$ cat src/hw/rtl/kdo_pkg.sv
// Package for the k-nearest-neighbor outlier block: word types, cell entry types,
// control structs, register indexes and sequencer states.
// No dependencies; every other file of the block imports it.
package kdo_pkg;

  localparam int ID_W       = 16;
  localparam int ATTR_W     = 16;
  localparam int SCORE_W    = 35;
  localparam int CFG_DATA_W = 5;
  localparam int CFG_IDX_W  = 2;

  // Input word: one attribute of one point.
  typedef struct packed {
    logic [ID_W-1:0]          point_id;
    logic signed [ATTR_W-1:0] attr_value;
    logic                     last_item;
  } in_word_t;

  // Result word: one reported outlier.
  typedef struct packed {
    logic [ID_W-1:0]    outlier_id;
    logic [SCORE_W-1:0] outlier_score;
    logic               last_result;
  } out_word_t;

  // One entry of the sorted neighbor list.
  typedef struct packed {
    logic               valid;
    logic [SCORE_W-1:0] distance;
  } heap_ent_t;

  typedef struct packed {
    logic clr;
    logic ins;
  } heap_ctl_t;

  // One entry of the ranked outlier list.
  typedef struct packed {
    logic               valid;
    logic [ID_W-1:0]    id;
    logic [SCORE_W-1:0] score;
  } rank_ent_t;

  typedef struct packed {
    logic clr;
    logic ins;
    logic pop;
    logic full;
    logic tie;
  } rank_ctl_t;

  typedef enum logic [CFG_IDX_W-1:0] {
    CFG_NEIGHBOUR_COUNT = 2'd0,
    CFG_OUTLIER_COUNT   = 2'd1,
    CFG_DIMS_IN_USE     = 2'd2
  } cfg_idx_e;

  typedef enum logic [3:0] {
    ST_LOAD,
    ST_P_RD,
    ST_P_LAT,
    ST_Q_RD,
    ST_Q_LAT,
    ST_D_RD,
    ST_D_SUB,
    ST_D_SQ,
    ST_D_ACC,
    ST_OFFER,
    ST_CHECK,
    ST_P_DONE,
    ST_P_NEXT,
    ST_REPORT
  } state_t;

endpackage

$ cat src/hw/rtl/kdo_heap_cell.sv
// One cell of the sorted nearest-neighbor list (ascending distance).
// Depends on kdo_pkg.
module kdo_heap_cell (
  input  logic                         clk,
  input  logic                         rst_n,
  input  kdo_pkg::heap_ctl_t           ctl,
  input  logic                         en,
  input  logic [kdo_pkg::SCORE_W-1:0]  dist_in,
  input  kdo_pkg::heap_ent_t           prev_ent,
  input  logic                         prev_gt,
  output kdo_pkg::heap_ent_t           ent,
  output logic                         gt
);
  import kdo_pkg::*;

  heap_ent_t ent_r, ent_nxt;

  // The offered distance goes below this entry when the entry is empty or larger.
  assign gt  = !ent_r.valid || (ent_r.distance > dist_in);
  assign ent = ent_r;

  // Insertion: the first larger cell takes the new distance, later ones shift up.
  always_comb begin
    ent_nxt = ent_r;
    if (ctl.clr) begin
      ent_nxt.valid = 1'b0;
    end else if (ctl.ins && gt) begin
      if (!prev_gt) begin
        ent_nxt.valid    = 1'b1;
        ent_nxt.distance = dist_in;
      end else begin
        ent_nxt = prev_ent;
      end
      if (!en) begin
        ent_nxt.valid = 1'b0;
      end
    end
  end

  always_ff @(posedge clk) begin
    if (!rst_n) begin
      ent_r.valid <= 1'b0;
    end else begin
      ent_r <= ent_nxt;
    end
  end

endmodule

$ cat config.mk
export PLATFORM = sky130hd
export DESIGN_NAME = kdo_heap_cell
export DESIGN_NICKNAME = d
export VERILOG_FILES = /design/src/hw/rtl/kdo_pkg.sv /design/src/hw/rtl/kdo_heap_cell.sv
export SDC_FILE = /design/constraint.sdc
export NUM_CORES = 1
export LEC_CHECK = 0
export BUFFER_PORTS_ARGS = -buffer_cell sky130_fd_sc_hd__buf_2
export CAP_MARGIN = 40
export CORE_ASPECT_RATIO = 1.2
export CORE_MARGIN = 3
export CORE_UTILIZATION = 43
export CTS_CLUSTER_DIAMETER = 150
export DETAILED_ROUTE_END_ITERATION = 12
export PLACE_DENSITY = 0.78
export RECOVER_POWER = 25
export SLEW_MARGIN = 20
export SYNTH_ARGS = -nofsm -noshare
export SYNTH_HDL_FRONTEND = slang
export SYNTH_SLANG_ARGS = --single-unit
$ cat constraint.sdc
create_clock -name clk -period 4.2 [get_ports clk]
set_clock_uncertainty 0.05 [all_clocks]
set_input_delay 0.42 -clock clk [delete_from_list [all_inputs] [get_ports clk]]
set_output_delay 0.42 -clock clk [all_outputs]
set_load 0.005 [all_outputs]
==> results.txt <==
----------------------------------------------------
[Status]
  Result of the run ... complete, no violations

[Clock tree]
  Post-CTS setup buffer count ... 0
  CTS Hold Buffers Added ... 0
  Number of buffers created by CTS ... 5
  Cell chosen for the clock root ... sky130_fd_sc_hd__clkbuf_8
  Insertion delay to the later sink of the worst-skew pair ... ~0.29 ns
  CTS tree ... built
  Max Root-Sink Buffers ... 2
  Clock H-tree levels ... 2
  Quantity of gates resized following cts ... 0
  Clock slew seen by the registers of the worst setup and hold paths ... around 0.070 ns
  Clock Sinks ... 36

[Floorplan]
  Starting density of the core ... 0.454
  Count of pins on the block boundary ... around 110
  Std cell rows ... 29
  Height of the chip ... around 88 µm
  Die Outline Area ... 6610 µm²
  Floorplan die width ... 74.7 µm
  Core Region ... between 5000 and 6000 µm²

[Setup path]
  Startpoint class of the critical path ... flip-flop
  Arrival time at the worst endpoint ... between 2 and 3 ns
  Maximum fanout along the worst path ... 4
  R2R depth ... 6
  Terminus of the critical flop-to-flop path ... ent[8]
  Combined buffer and inverter count along the critical path ... 1
  Critical path start-end classification ... flip-flop to primary output
  Critical-path cell with the highest stage delay ... sky130_fd_sc_hd__or4_4
  CP delay by family, top ... simple AND/OR/NAND/NOR gates
  Slowest cell delay on critical path ... around 0.61 ns
  Cells along the critical path ... ha_1, nand4_1, or4_4, nor3_2, a211o_1, nand3_1, buf_2
  Startpoint of the lowest-slack register-to-register path ... ent[32]
  CP Capture Type ... primary output
  Data required time at the worst endpoint ... about 3.7 ns
  Register-to-register setup slack ... between 1 and 1.5 ns

[Drt]
  ANT nets after route ... 0
  Pre-Repair DR Iteration Count ... 4
  Via Count ... 2,123
  Drt total wl ... 5.80 mm
  Routed length per placed instance ... roughly 14 µm
  Post-route DRC violation count ... 0
  DR iter-0 viols ... between 60 and 70
  Via-per-instance ratio ... 4.95

[Cells and area]
  Footprint of the multi-input gates ... about 1200 µm²
  Number of nets in the finished design ... ~480
  Area overhead of the layout relative to synthesis ... 29.9%
  FF+latch area ... between 1000 and 1500 µm²
  Post-Route Utilization ... 0.590
  Antenna diode count ... 0
  Number of flip-flops under the largest register name ... 36
  Fraction of final layout cells sized beyond drive strength 1 ... 0.343
  Layout fillers ... roughly 480

[Timing]
  Final number of max-transition violations ... 0
  Maximum operating frequency ... between 300 and 400 MHz
  Final setup TNS ... 0 ns
  Final number of setup-violating endpoints ... 0
  Hold Vio Cnt, Final ... 0
  Relative slew slack ... 0.157
  Final critical-path required period ... between 2 and 3 ns
  Setup repair after global routing missed its margin ... false
  Worst-margin pin slew ... 1.26 ns
  Final worst-path cycle share ... 0.710
  Hold WS ... between 0.3 and 0.4 ns

[Logic synthesis]
  Dominant cells by area after synthesis ... sky130_fd_sc_hd__edfxtp_1 (43%), sky130_fd_sc_hd__ha_1 (18%), sky130_fd_sc_hd__nand2_1 (6.2%), sky130_fd_sc_hd__inv_1 (5.5%), sky130_fd_sc_hd__o21ai_1 (5.1%)
  Synthesized Nets ... about 360
  Post-synthesis register bit count ... 36
  Yosys synthesis warning count ... 0
  Top-area cell type share of the netlist area ... 0.431
  Unique cell type count in the Yosys netlist ... 36
  Post-Synthesis Cell Area ... roughly 2400 µm²
  Synth area leader ... sky130_fd_sc_hd__edfxtp_1
  Mapped Cells ... 251
  Portion of the post-synthesis area used by sequential elements ... 0.439
  Average footprint of a synthesized cell ... 9.71 µm²

[Global routing]
  First-pass GRT wire length ... approximately 8.9 mm
  Number of global-route vias before repair ... ~2,000
  Initial antenna violation count ... 0
  Largest net degree at the start of global routing ... 40
  Global-route usage over all layers ... 0.177
  Gr ovfl total ... 0

[Run]
  Max-cap check violation count ... 0

[Min path]
  Worst hold path stage count ... 3
  Launch instance of the worst min-delay path ... prev_ent[27]
  Worst min path class ... primary input to flip-flop
  Endpoint of the worst hold path ... ent[27]

[Placed design]
  Number of input and output port buffers inserted ... about 110
  RD Place Congestion ... about 0.80
  Post-detail-place hpwl ... ~4.8 mm

[Power and ir drop]
  Leakage Power ... 0.00154 µW
  Peak VDD IR ... roughly 0.14 mV
  Power Dens Cells ... between 200 and 300 nW/µm²

----------------------------------------------------
-- synth_stat cells --
master / count
sky130_fd_sc_hd__a21oi_1: 13
sky130_fd_sc_hd__dfxtp_1: 1
sky130_fd_sc_hd__o21ai_1: 25
sky130_fd_sc_hd__a31o_2: 1
sky130_fd_sc_hd__nand3_1: 2
sky130_fd_sc_hd__a2bb2oi_1: 1
sky130_fd_sc_hd__nand3b_1: 1
sky130_fd_sc_hd__o211ai_2: 1
sky130_fd_sc_hd__o21ai_0: 14
sky130_fd_sc_hd__mux2_1: 1
sky130_fd_sc_hd__nor3_2: 1
sky130_fd_sc_hd__o31ai_1: 1
sky130_fd_sc_hd__a222oi_1: 1
sky130_fd_sc_hd__a211o_1: 1
sky130_fd_sc_hd__nand4_4: 1
sky130_fd_sc_hd__nand4_2: 2
sky130_fd_sc_hd__or3b_1: 1
sky130_fd_sc_hd__ha_1: 35
sky130_fd_sc_hd__o21a_1: 2
sky130_fd_sc_hd__a21o_1: 4
sky130_fd_sc_hd__inv_1: 36
sky130_fd_sc_hd__a211oi_1: 1
sky130_fd_sc_hd__or4_4: 2
sky130_fd_sc_hd__a31oi_1: 3
sky130_fd_sc_hd__nand4_1: 5
sky130_fd_sc_hd__nor4_1: 2
sky130_fd_sc_hd__nor2_1: 2
sky130_fd_sc_hd__clkbuf_1: 8
sky130_fd_sc_hd__nor3_1: 3
sky130_fd_sc_hd__a221oi_1: 1
sky130_fd_sc_hd__edfxtp_1: 35
sky130_fd_sc_hd__nor2b_1: 1
sky130_fd_sc_hd__a21boi_0: 1
sky130_fd_sc_hd__nand2_1: 40
sky130_fd_sc_hd__nand2b_4: 1
sky130_fd_sc_hd__nand2b_1: 1
-- through the flow --
stage / setup slack (ns) / total power [µW] / instance area, µm² / cells
floorplan: 0.0978 / 513 / 2440 / 251
finish: 1.22 / 816 / 3170 / 429
CTS: 1.22 / 829 / 3180 / 429
detailed placement: 1.17 / 582 / 3090 / 421
global route: 1.09 / 861 / 3170 / 429
global placement: 1.23 / 577 / 3090 / 421
-- power by group --
group          leakage, µW  switching (µW)  total (µW)  internal (µW)
logic              0.00117            82.8         157           73.7
clock network    0.0000378             129         243            114
registers         0.000332            6.12         416            410
-- layout make-up --
type                       count  area share
multi-input combinational    171       0.384
timing repair buffer         116       0.183
sequential                    36       0.338
inverter                      36      0.0427
clock inverter                 3     0.00593
tap                           62      0.0245
clock buffer                   5      0.0217
-- cell usage in the layout, fill, tap and decap left out, types with 2 or more instances in the layout --
cell	n
sky130_fd_sc_hd__a21o_1	4
sky130_fd_sc_hd__a21oi_1	13
sky130_fd_sc_hd__a31oi_1	2
sky130_fd_sc_hd__buf_2	106
sky130_fd_sc_hd__buf_4	3
sky130_fd_sc_hd__clkbuf_1	7
sky130_fd_sc_hd__clkbuf_8	5
sky130_fd_sc_hd__clkinvlp_4	2
sky130_fd_sc_hd__edfxtp_1	35
sky130_fd_sc_hd__ha_1	35
sky130_fd_sc_hd__inv_1	36
sky130_fd_sc_hd__nand2_1	40
sky130_fd_sc_hd__nand3_1	2
sky130_fd_sc_hd__nand4_1	5
sky130_fd_sc_hd__nand4_2	2
sky130_fd_sc_hd__nor2_1	2
sky130_fd_sc_hd__nor3_1	3
sky130_fd_sc_hd__nor4_1	2
sky130_fd_sc_hd__o21a_1	2
sky130_fd_sc_hd__o21ai_0	17
sky130_fd_sc_hd__o21ai_1	22
sky130_fd_sc_hd__or4_4	2
-- metal layers --
metal,track usage,part of all wire
met1,0.224,0.45
met4,0.0534,0.013
met5,0,0
met3,0.0295,0.042
met2,0.309,0.50
-- cells by family after synthesis --
kind of cell             Yosys count  synth area share
AO/OA/AOI/OAI                     70             0.166
flip-flops                        36             0.439
AND/OR/NAND/NOR                   65             0.143
multiplexers                       1           0.00462
adder cells (fa/ha/maj)           35             0.180
buffers and inverters             44            0.0678
-- tightest hold or removal path, cell delays in order --
cell and delay (ns):
sky130_fd_sc_hd__buf_2 0.07, sky130_fd_sc_hd__nand2_1 0.04, sky130_fd_sc_hd__o21ai_0 0.06
-- worst max-delay path by stage --
stage	startpoint	end	cells after the start	slack, ns
after floorplan	dist_in[14]	ent[0]	7	0.1
after global placement	dist_in[34]	ent[12]	8	1.23
after detailed placement	dist_in[34]	ent[11]	8	1.17
after CTS	ent[14]	gt	7	1.22
after global routing	ent[14]	gt	7	1.09
final	ent[14]	gt	7	1.22
Power figures use the tool's default switching activity.
