File: config.mk
export PLATFORM = sky130hd
export DESIGN_NAME = kdo_rank_cell
export DESIGN_NICKNAME = d
export VERILOG_FILES = /design/src/hw/rtl/kdo_pkg.sv /design/src/hw/rtl/kdo_rank_cell.sv
export SDC_FILE = /design/constraint.sdc
export NUM_CORES = 1
export LEC_CHECK = 0
export ABC_AREA = 1
export ABC_CLOCK_PERIOD_IN_PS = 7170
export BUFFER_PORTS_ARGS = -buffer_cell sky130_fd_sc_hd__buf_2
export CORE_UTILIZATION = 49
export CTS_CLUSTER_DIAMETER = 100
export DETAILED_ROUTE_END_ITERATION = 7
export GPL_TIMING_DRIVEN = 1
export PLACE_DENSITY = 0.83
export SLEW_MARGIN = 20
export SYNTH_ARGS = -nofsm -noshare
export SYNTH_HDL_FRONTEND = slang
export SYNTH_SLANG_ARGS = --single-unit
File: constraint.sdc
create_clock -name clk -period 7.17 [get_ports clk]
set_input_delay 0.717 -clock clk [delete_from_list [all_inputs] [get_ports clk]]
set_output_delay 0.717 -clock clk [all_outputs]
set_load 0.05 [all_outputs]
File: src/hw/rtl/kdo_pkg.sv
// Package for the k-nearest-neighbor outlier block: word types, cell entry types,
// control structs, register indexes and sequencer states.
// No dependencies; every other file of the block imports it.
package kdo_pkg;

  localparam int ID_W       = 16;
  localparam int ATTR_W     = 16;
  localparam int SCORE_W    = 35;
  localparam int CFG_DATA_W = 5;
  localparam int CFG_IDX_W  = 2;

  // Input word: one attribute of one point.
  typedef struct packed {
    logic [ID_W-1:0]          point_id;
    logic signed [ATTR_W-1:0] attr_value;
    logic                     last_item;
  } in_word_t;

  // Result word: one reported outlier.
  typedef struct packed {
    logic [ID_W-1:0]    outlier_id;
    logic [SCORE_W-1:0] outlier_score;
    logic               last_result;
  } out_word_t;

  // One entry of the sorted neighbor list.
  typedef struct packed {
    logic               valid;
    logic [SCORE_W-1:0] distance;
  } heap_ent_t;

  typedef struct packed {
    logic clr;
    logic ins;
  } heap_ctl_t;

  // One entry of the ranked outlier list.
  typedef struct packed {
    logic               valid;
    logic [ID_W-1:0]    id;
    logic [SCORE_W-1:0] score;
  } rank_ent_t;

  typedef struct packed {
    logic clr;
    logic ins;
    logic pop;
    logic full;
    logic tie;
  } rank_ctl_t;

  typedef enum logic [CFG_IDX_W-1:0] {
    CFG_NEIGHBOUR_COUNT = 2'd0,
    CFG_OUTLIER_COUNT   = 2'd1,
    CFG_DIMS_IN_USE     = 2'd2
  } cfg_idx_e;

  typedef enum logic [3:0] {
    ST_LOAD,
    ST_P_RD,
    ST_P_LAT,
    ST_Q_RD,
    ST_Q_LAT,
    ST_D_RD,
    ST_D_SUB,
    ST_D_SQ,
    ST_D_ACC,
    ST_OFFER,
    ST_CHECK,
    ST_P_DONE,
    ST_P_NEXT,
    ST_REPORT
  } state_t;

endpackage

File: src/hw/rtl/kdo_rank_cell.sv
// One cell of the ranked outlier list, ordered by descending score and then by arrival.
// Depends on kdo_pkg.
module kdo_rank_cell (
  input  logic                         clk,
  input  logic                         rst_n,
  input  kdo_pkg::rank_ctl_t           ctl,
  input  kdo_pkg::rank_ent_t           new_ent,
  input  logic [kdo_pkg::SCORE_W-1:0]  last_score,
  input  kdo_pkg::rank_ent_t           prev_ent,
  input  logic                         prev_ge,
  input  logic                         prev_eq,
  input  kdo_pkg::rank_ent_t           next_ent,
  output kdo_pkg::rank_ent_t           ent,
  output logic                         ge,
  output logic                         eq
);
  import kdo_pkg::*;

  rank_ent_t ent_r, ent_nxt;

  // Local compares against the candidate and against the weakest score.
  assign ge  = ent_r.valid && (ent_r.score >= new_ent.score);
  assign eq  = ent_r.valid && (ent_r.score == last_score);
  assign ent = ent_r;

  // Insert while not full, replace on a tie with the weakest, replace below a stronger entry, or pop.
  always_comb begin
    ent_nxt = ent_r;
    if (ctl.clr) begin
      ent_nxt.valid = 1'b0;
    end else if (ctl.pop) begin
      ent_nxt = next_ent;
    end else if (ctl.ins) begin
      if (!ctl.full) begin
        if (!ge && prev_ge) begin
          ent_nxt = new_ent;
        end else if (!ge && prev_ent.valid) begin
          ent_nxt = prev_ent;
        end
      end else if (ctl.tie) begin
        // The oldest weakest entry drops out; the rest of its group moves down.
        if (eq && !next_ent.valid) begin
          ent_nxt = new_ent;
        end else if (eq) begin
          ent_nxt = next_ent;
        end
      end else begin
        if (!ge && prev_ge) begin
          ent_nxt = new_ent;
        end else if (!ge && !prev_eq) begin
          ent_nxt = prev_ent;
        end
      end
    end
  end

  always_ff @(posedge clk) begin
    if (!rst_n) begin
      ent_r.valid <= 1'b0;
    end else begin
      ent_r <= ent_nxt;
    end
  end

endmodule

==> results.txt, run 1 <==
----------------------------------------------------
[Outcome]
  Status ... finished clean

[Worst setup path]
  Startpoint of the most critical register-to-register path ... ent[6]
  Launching instance or port of the critical path ... new_ent[30]
  CP endpoint kind ... register
  Cell-by-cell listing of the critical path ... buf_2 -> inv_1 -> ha_1 -> nand2_1 -> inv_1 -> nand2_1 -> nand2_1 -> a21oi_1 -> nand2_1 -> nor2_1 -> nand3_2 -> nand2_4 -> nand2_4 -> nand2_1 -> nand2_1 -> a21boi_4 -> buf_4
  R2r endpoint ... ent[19]
  Critical-path maximum fanout ... 91
  Library cell appearing most often on the critical path ... sky130_fd_sc_hd__nand2_1
  Setup CP Type ... input pin to register
  Endpoint arrival time on the critical path ... 4.04 ns
  Critical path's slowest cell ... sky130_fd_sc_hd__a21boi_4
  Worst reg2reg setup slack ... 3.19 ns
  Required time at the worst-slack endpoint ... 7.15 ns
  Delay of the slowest cell on the worst path ... 0.61 ns
  Path depth of the worst reg2reg path ... 17
  Critical Path Sink ... ent[19]
  Category of the worst setup path launch point ... input pin

[Synth]
  Area leader, netlist ... sky130_fd_sc_hd__edfxtp_1
  Top flip-flop cell by instance count after synthesis ... sky130_fd_sc_hd__edfxtp_1
  Share of synthesized flip-flops with an asynchronous set or reset ... 0%
  Synthesized Nets ... 1,114
  Number of library cell types mapped by synthesis ... 33
  Top-area cell type share of the netlist area ... 27.3%
  Cell types occupying the most area after synthesis ... sky130_fd_sc_hd__edfxtp_1, sky130_fd_sc_hd__nand2_1, sky130_fd_sc_hd__inv_1
  Share of the yosys chip area belonging to registers ... 27.6%
  Post-synth EDFFs ... 51
  Count of warnings emitted by yosys ... 0
  Average footprint of a synthesized cell ... 6.39 um^2
  Netlist area before placement ... 0.00562 mm^2
  Synthesized netlist cell count ... 879
  #FFs+latches synth ... 52

[Drt]
  Total number of vias ... 6,450
  Vias per Instance ... 5.19
  Mean routed wirelength per cell ... 14.1 um
  DR DRC count ... 0
  Routed Wire Length ... 17.5 mm
  Detailed-router iteration count before antenna repair ... 6
  Initial detailed-routing violation count ... 499
  Antenna viol nets, final ... 0

[Clocking]
  Clock edge transition at the registers on the reported setup and hold paths ... 0.07 ns
  TritonCTS clock tree ... yes
  Post-CTS repair timing setup buffer count ... 0
  CTS Sinks ... 52
  Number of buffers inserted by hold repair at cts ... 0
  H-tree depth ... 2
  Later-pin clock latency in the skew report ... 0.29 ns
  Root buf cell ... sky130_fd_sc_hd__clkbuf_16
  Deepest clock path buffer count ... 2
  Post-cts repair resize count ... 0
  Inserted Clock Buffers ... 5

[STA]
  Part of the cycle the worst path needs ... 56.7%
  Setup repair after global routing missed its margin ... false
  Upper clock frequency limit ... 246 MHz
  Minimum clock period ... 4.07 ns
  Tightest Pin Transition ... 1.01 ns
  Largest clock skew in the final design ... 0.00869 ns
  Final-report hold violation count ... 0
  Final setup viols ... 0
  Relative slew margins ... 32.4%
  Fin. max-slew vios ... 0
  Final-layout setup total negative slack ... 0 ns

[Floorplan]
  Std-Cell Rows ... 38
  Die width ... 109 um
  Top Ports ... 254
  Die height ... 109 um
  Full die area ... 0.0119 mm^2
  Core outline area ... 0.0110 mm^2
  Starting density of the core ... 51.2%

[Power]
  Cell Pwr Density ... 132 mW/mm^2
  Total chip power ... 930 uW
  IR Drop Worst-Case VDD ... 0.128 mV
  Leakage component of the power ... 0.00369 uW

[Cells and area]
  Design area ... 0.00705 mm^2
  Max reg flops ... 52
  Multi-input combinational cell area ... 0.00336 mm^2
  Layout Nets ... 1,336
  Count of non-filler cells in the finished layout ... 1,242
  Filler instances ... 1,055
  Register cell area after layout ... 0.00155 mm^2
  Diodes inserted ... 0
  Share of final-layout standard cells stronger than drive strength 1 ... 26.7%
  Area Growth Syn to Fin ... 25.4%

[Placed design]
  Placed instance count ... 1,234
  Gpl congestion ... 0.921
  Number of input and output port buffers inserted ... 253
  Post-DP HPWL ... 13.7 mm
  Post-DP Area ... 0.00691 mm^2

[Global routing]
  Total global-route track usage ... 29.1%
  Global-route wire length before repair ... 26.7 mm
  Pin count of the biggest net entering global routing ... 106
  Antenna violations before repair ... 0
  Vias in the first global route ... 5,625
  Global-route congestion overflow total ... 0

[Worst hold path]
  Class of the tightest hold or removal check ... register to register
  Worst hold path cell count ... 3

[Run]
  Max Cap Violations ... 0

----------------------------------------------------
-- worst min path at each step --
| stage | start | to | slack, ns |
|---|---|---|---|
| floorplan | ent[51] | ent[51] | 0.88 |
| global placement | ent[51] | ent[51] | 0.68 |
| detailed placement | ent[51] | ent[51] | 0.69 |
| CTS | ent[51] | ent[51] | 0.71 |
| global route | ctl[4] | ent[51] | 0.71 |
| finish | ent[51] | ent[51] | 0.71 |
-- layout make-up --
class                      instances  share of cell area [%]
tap                              140                    2.49
sequential                        52                    22.0
clock inverter                     2                   0.160
inverter                         129                    6.89
multi-input combinational        654                    47.7
clock buffer                       6                    1.83
timing repair buffer             259                    18.9
-- cell families (layout without fill, tap and decap cells) --
group | Yosys count | in the layout | share of synthesized area (%)
flip-flops | 52 | 52 | 27.6
adder cells (fa/ha/maj) | 35 | 35 | 7.79
AO/OA/AOI/OAI | 173 | 173 | 19.5
AND/OR/NAND/NOR | 439 | 439 | 31.2
buffers and inverters | 173 | 396 | 12.8
XOR/XNOR | 7 | 7 | 1.09
-- worst max-delay path: cells and delay by family --
kind / cells / cell delay (ns)
AOI/OAI and AO/OA: 2 / 0.74
adders and majority gates: 1 / 0.28
buffers and inverters: 4 / 0.68
and+or+nand+nor: 10 / 1.58
-- placed cells by master, fill, tap and decap left out, drive strengths merged --
master and n:
a21boi 1, a21o 1, a21oi 34, buf 259, clkbuf 6, clkinv 2, clkinvlp 1, dfxtp 1
edfxtp 51, ha 35, inv 128, nand2 267, nand3 47, nand3b 1, nand4 4, nor2 118
nor3 1, o211ai 51, o21a 1, o21ai 66, o22ai 19, or2 1, xnor2 6, xor2 1
-- layer usage --
layer  routed length (um)  vias up  part of all wire, %  track usage, %
li1                     -     3314                    -               -
met1                 7180     2831                   41            35.0
met2                 8490      272                   49            51.8
met3                 1380       33                  7.9            5.68
met4                  443        0                  2.5            8.78
met5                    0        -                    0               0
-- synthesized netlist by cell type (6+ instances only) --
cell type	instances
sky130_fd_sc_hd__o21ai_1	8
sky130_fd_sc_hd__o21ai_0	39
sky130_fd_sc_hd__buf_2	6
sky130_fd_sc_hd__a21oi_1	34
sky130_fd_sc_hd__o22ai_1	19
sky130_fd_sc_hd__nor2_1	117
sky130_fd_sc_hd__ha_1	35
sky130_fd_sc_hd__nand3_1	46
sky130_fd_sc_hd__clkbuf_1	21
sky130_fd_sc_hd__buf_4	9
sky130_fd_sc_hd__o21ai_2	19
sky130_fd_sc_hd__nand2_1	265
sky130_fd_sc_hd__edfxtp_1	51
sky130_fd_sc_hd__o211ai_1	51
sky130_fd_sc_hd__xnor2_1	6
sky130_fd_sc_hd__inv_1	126
-- stage by stage --
| step | utilization (%) | worst slack (ns) | hold slack [ns] |
|---|---|---|---|
| 4_1_cts | 64.2 | 3.10 | 0.708 |
| 3_5_place_dp | 62.9 | 2.80 | 0.692 |
| 2_1_floorplan | - | 0.676 | 0.880 |
| 3_3_place_gp | 62.6 | 2.55 | 0.678 |
| 5_1_grt | 64.2 | 2.80 | 0.714 |
| 6_report | 64.2 | 3.10 | 0.708 |
-- power by group --
group / leakage, uW / switching [uW] / internal [uW] / total (uW)
Combinational: 0.00314 / 204 / 122 / 326
Clock: 0.0000645 / 108 / 129 / 237
Sequential: 0.000482 / 12.7 / 354 / 367
Total: 0.00369 / 325 / 605 / 930
Power figures use the tool's default switching activity.
==> run 2, diff against run 1 <==
--- a/config.mk
+++ b/config.mk
@@ -5,14 +5,15 @@
 export SDC_FILE = /design/constraint.sdc
 export NUM_CORES = 1
 export LEC_CHECK = 0
-export ABC_AREA = 1
-export ABC_CLOCK_PERIOD_IN_PS = 7170
+export ABC_AREA = 0
+export ABC_CLOCK_PERIOD_IN_PS = 3900
 export BUFFER_PORTS_ARGS = -buffer_cell sky130_fd_sc_hd__buf_2
-export CORE_UTILIZATION = 49
+export CORE_AREA = 2 2 99 101
 export CTS_CLUSTER_DIAMETER = 100
 export DETAILED_ROUTE_END_ITERATION = 7
+export DIE_AREA = 0 0 101 103
 export GPL_TIMING_DRIVEN = 1
-export PLACE_DENSITY = 0.83
+export PLACE_DENSITY = 0.81
 export SLEW_MARGIN = 20
 export SYNTH_ARGS = -nofsm -noshare
 export SYNTH_HDL_FRONTEND = slang
==> constraint.sdc (replaced) <==
create_clock -name clk -period 3.9 [get_ports clk]
set_input_delay 0.39 -clock clk [delete_from_list [all_inputs] [get_ports clk]]
set_output_delay 0.39 -clock clk [all_outputs]
set_load 0.05 [all_outputs]
==> run 2 against run 1 <==
Against the previous run: design area shrank 23%; critical path type is now register to register; clock-buffer cell count stayed put; register-to-register slack worse by 2.7 ns; die area decreased by 13%.
==> results.txt, run 2 <==
----------------------------------------------------
[Run]
  Max Cap Violations ... 0

[Global routing]
  Global-route wire length before repair ... 19.8 mm
  Vias in the first global route ... 3,979
  Pin count of the biggest net entering global routing ... 52
  Global-route congestion overflow total ... 0
  Antenna violations before repair ... 0
  Total global-route track usage ... 24.9%

[Synth]
  Area leader, netlist ... sky130_fd_sc_hd__edfxtp_1
  Area share of xor/xnor cells in the synthesized design ... 6.38%
  Netlist area before placement ... 0.00398 mm^2
  Count of warnings emitted by yosys ... 0
  Share of synthesized flip-flops with an asynchronous set or reset ... 0%
  Synth Area in Simple Gates ... 12.4%
  Ranking of synthesized cells by instance count ... sky130_fd_sc_hd__edfxtp_1, sky130_fd_sc_hd__inv_1, sky130_fd_sc_hd__nand2b_1
  Synthesized netlist cell count ... 380
  Top-area cell type share of the netlist area ... 38.4%
  Combinational family with the most area after synthesis ... compound AO/OA/AOI/OAI gates
  Synthesized Nets ... 615
  Top flip-flop cell by instance count after synthesis ... sky130_fd_sc_hd__edfxtp_1
  Number of library cell types mapped by synthesis ... 43
  Share of the yosys chip area belonging to registers ... 38.9%
  Cell types occupying the most area after synthesis ... sky130_fd_sc_hd__edfxtp_1, sky130_fd_sc_hd__ha_1, sky130_fd_sc_hd__o221a_1
  #FFs+latches synth ... 52
  Post-Synth Adder-Cell Area ... 11.0%
  Fraction of the mapped netlist area in compound gates ... 23.2%
  Average footprint of a synthesized cell ... 10.5 um^2
  Post-synth EDFFs ... 51
  Multiplexer share of the synthesized area ... 0.251%

[STA]
  Final-layout setup total negative slack ... 0 ns
  Setup repair after global routing missed its margin ... false
  Final-report hold violation count ... 0
  Minimum clock period ... 3.37 ns
  Part of the cycle the worst path needs ... 86.3%
  Relative slew margins ... 63.0%
  Tightest Pin Transition ... 0.555 ns
  Upper clock frequency limit ... 297 MHz
  Slack of the critical path ... 0.535 ns
  Largest clock skew in the final design ... 0.00880 ns
  Fin. max-slew vios ... 0
  Final setup viols ... 0

[Worst setup path]
  Setup CP Type ... register to register
  Endpoint arrival time on the critical path ... 3.34 ns
  Required time at the worst-slack endpoint ... 3.87 ns
  Critical-path maximum fanout ... 27
  Category of the worst setup path launch point ... register
  CP endpoint kind ... register

[Placed design]
  Post-DP HPWL ... 10.8 mm
  Number of input and output port buffers inserted ... 253
  Gpl congestion ... 0.904
  Post-DP Area ... 0.00535 mm^2
  Placed instance count ... 739
  Setup Slack @ Placement ... 0.500 ns

[Drt]
  Mean routed wirelength per cell ... 18.0 um
  Routed Wire Length ... 13.5 mm
  Vias per Instance ... 5.50
  Initial detailed-routing violation count ... 153
  Antenna viol nets, final ... 0
  Total number of vias ... 4,105
  Detailed-router iteration count before antenna repair ... 5
  DR DRC count ... 0

[Power]
  IR Drop Worst-Case VDD ... 0.141 mV
  Leakage component of the power ... 0.00260 uW
  Cell Pwr Density ... 282 mW/mm^2

[Floorplan]
  Core outline area ... 0.00946 mm^2
  Die width ... 101 um
  Die height ... 103 um
  Starting density of the core ... 42.1%
  Std-Cell Rows ... 36
  Top Ports ... 254
  Full die area ... 0.0104 mm^2

[Clocking]
  Post-CTS repair timing setup buffer count ... 0
  Inserted Clock Buffers ... 5
  TritonCTS clock tree ... yes
  Deepest clock path buffer count ... 2
  Clock edge transition at the registers on the reported setup and hold paths ... 0.10 ns
  CTS Sinks ... 52
  Root buf cell ... sky130_fd_sc_hd__clkbuf_8
  Post-cts repair resize count ... 0
  Later-pin clock latency in the skew report ... 0.31 ns
  H-tree depth ... 2
  Number of buffers inserted by hold repair at cts ... 0

[Cells and area]
  Share of final-layout standard cells stronger than drive strength 1 ... 43.4%
  Count of non-filler cells in the finished layout ... 747
  Max reg flops ... 52
  Leading cell type in the layout, fill and taps excluded ... sky130_fd_sc_hd__buf_2
  Layout Nets ... 867
  Design area ... 0.00546 mm^2
  Final cell utilization of the core ... 57.7%
  Diodes inserted ... 0
  Highest-count cells in the layout ignoring fill and taps ... sky130_fd_sc_hd__buf_2, sky130_fd_sc_hd__inv_1, sky130_fd_sc_hd__edfxtp_1, sky130_fd_sc_hd__nand2b_1, sky130_fd_sc_hd__ha_1
  Area Growth Syn to Fin ... 37.1%
  Filler instances ... 850
  Register cell area after layout ... 0.00155 mm^2
  Multi-input combinational cell area ... 0.00214 mm^2

[Outcome]
  Status ... finished clean

[Worst hold path]
  Class of the tightest hold or removal check ... input pin to register

----------------------------------------------------
run 2: area by class of cell:
| cell class | count | share of cell area (%) |
|---|---|---|
| clock inverters | 2 | 0.641 |
| clock buffers | 6 | 1.33 |
| flip-flops and latches | 52 | 28.4 |
| well taps | 114 | 2.61 |
| multi-input cells | 262 | 39.2 |
| repair buffers | 259 | 24.2 |
| inverters | 52 | 3.57 |
run 2: worst max-delay path: stages (launching register included):
cell	delay [ns]
sky130_fd_sc_hd__edfxtp_1	0.48
sky130_fd_sc_hd__ha_1	0.35
sky130_fd_sc_hd__a21oi_1	0.15
sky130_fd_sc_hd__o21ai_1	0.10
sky130_fd_sc_hd__a221o_1	0.36
sky130_fd_sc_hd__o31a_1	0.29
sky130_fd_sc_hd__o31ai_4	0.39
sky130_fd_sc_hd__nor2_1	0.08
sky130_fd_sc_hd__o31a_1	0.34
sky130_fd_sc_hd__nor2_4	0.12
sky130_fd_sc_hd__buf_4	0.34
run 2: cells by family after synthesis:
kind of cell,count (synthesis)
xor gates and xnor gates,29
buffers and inverters,66
DFF,52
muxes,1
adders and majority gates,35
and+or+nand+nor,85
AOI/OAI and AO/OA,112
run 2: per-layer routing:
layer  up-vias  global-route usage, %  wire length (um)
met5         -                      0                 0
met4         0                   7.28               218
met3        16                   3.59               856
met2       214                   45.2              6910
met1      1934                   30.7              5490
li1       1941                      -                 -
run 2: worst paths after layout:
path                   to  startpoint  cells past startpoint  slack [ns]
hold reg to reg   ent[51]     ent[51]                      2        0.63
setup reg to reg  ent[20]     ent[10]                     10        0.53
setup / recovery  ent[20]     ent[10]                     10        0.53
hold / removal    ent[51]      ctl[4]                      3        0.35
run 2: per-stage QoR:
| stage | hold slack [ns] | total power, uW |
|---|---|---|
| 3_5_place_dp | 0.614 | 1180 |
| 4_1_cts | 0.348 | 1550 |
| 2_1_floorplan | 0.556 | 982 |
| 5_1_grt | 0.350 | 1620 |
| 6_report | 0.353 | 1540 |
| 3_3_place_gp | 0.614 | 1160 |
run 2: report_power, final:
group / switching (uW) / internal [uW] / total, uW
Clock: 187 / 191 / 378
Sequential: 23.2 / 654 / 678
Combinational: 281 / 207 / 488
Total: 491 / 1050 / 1540
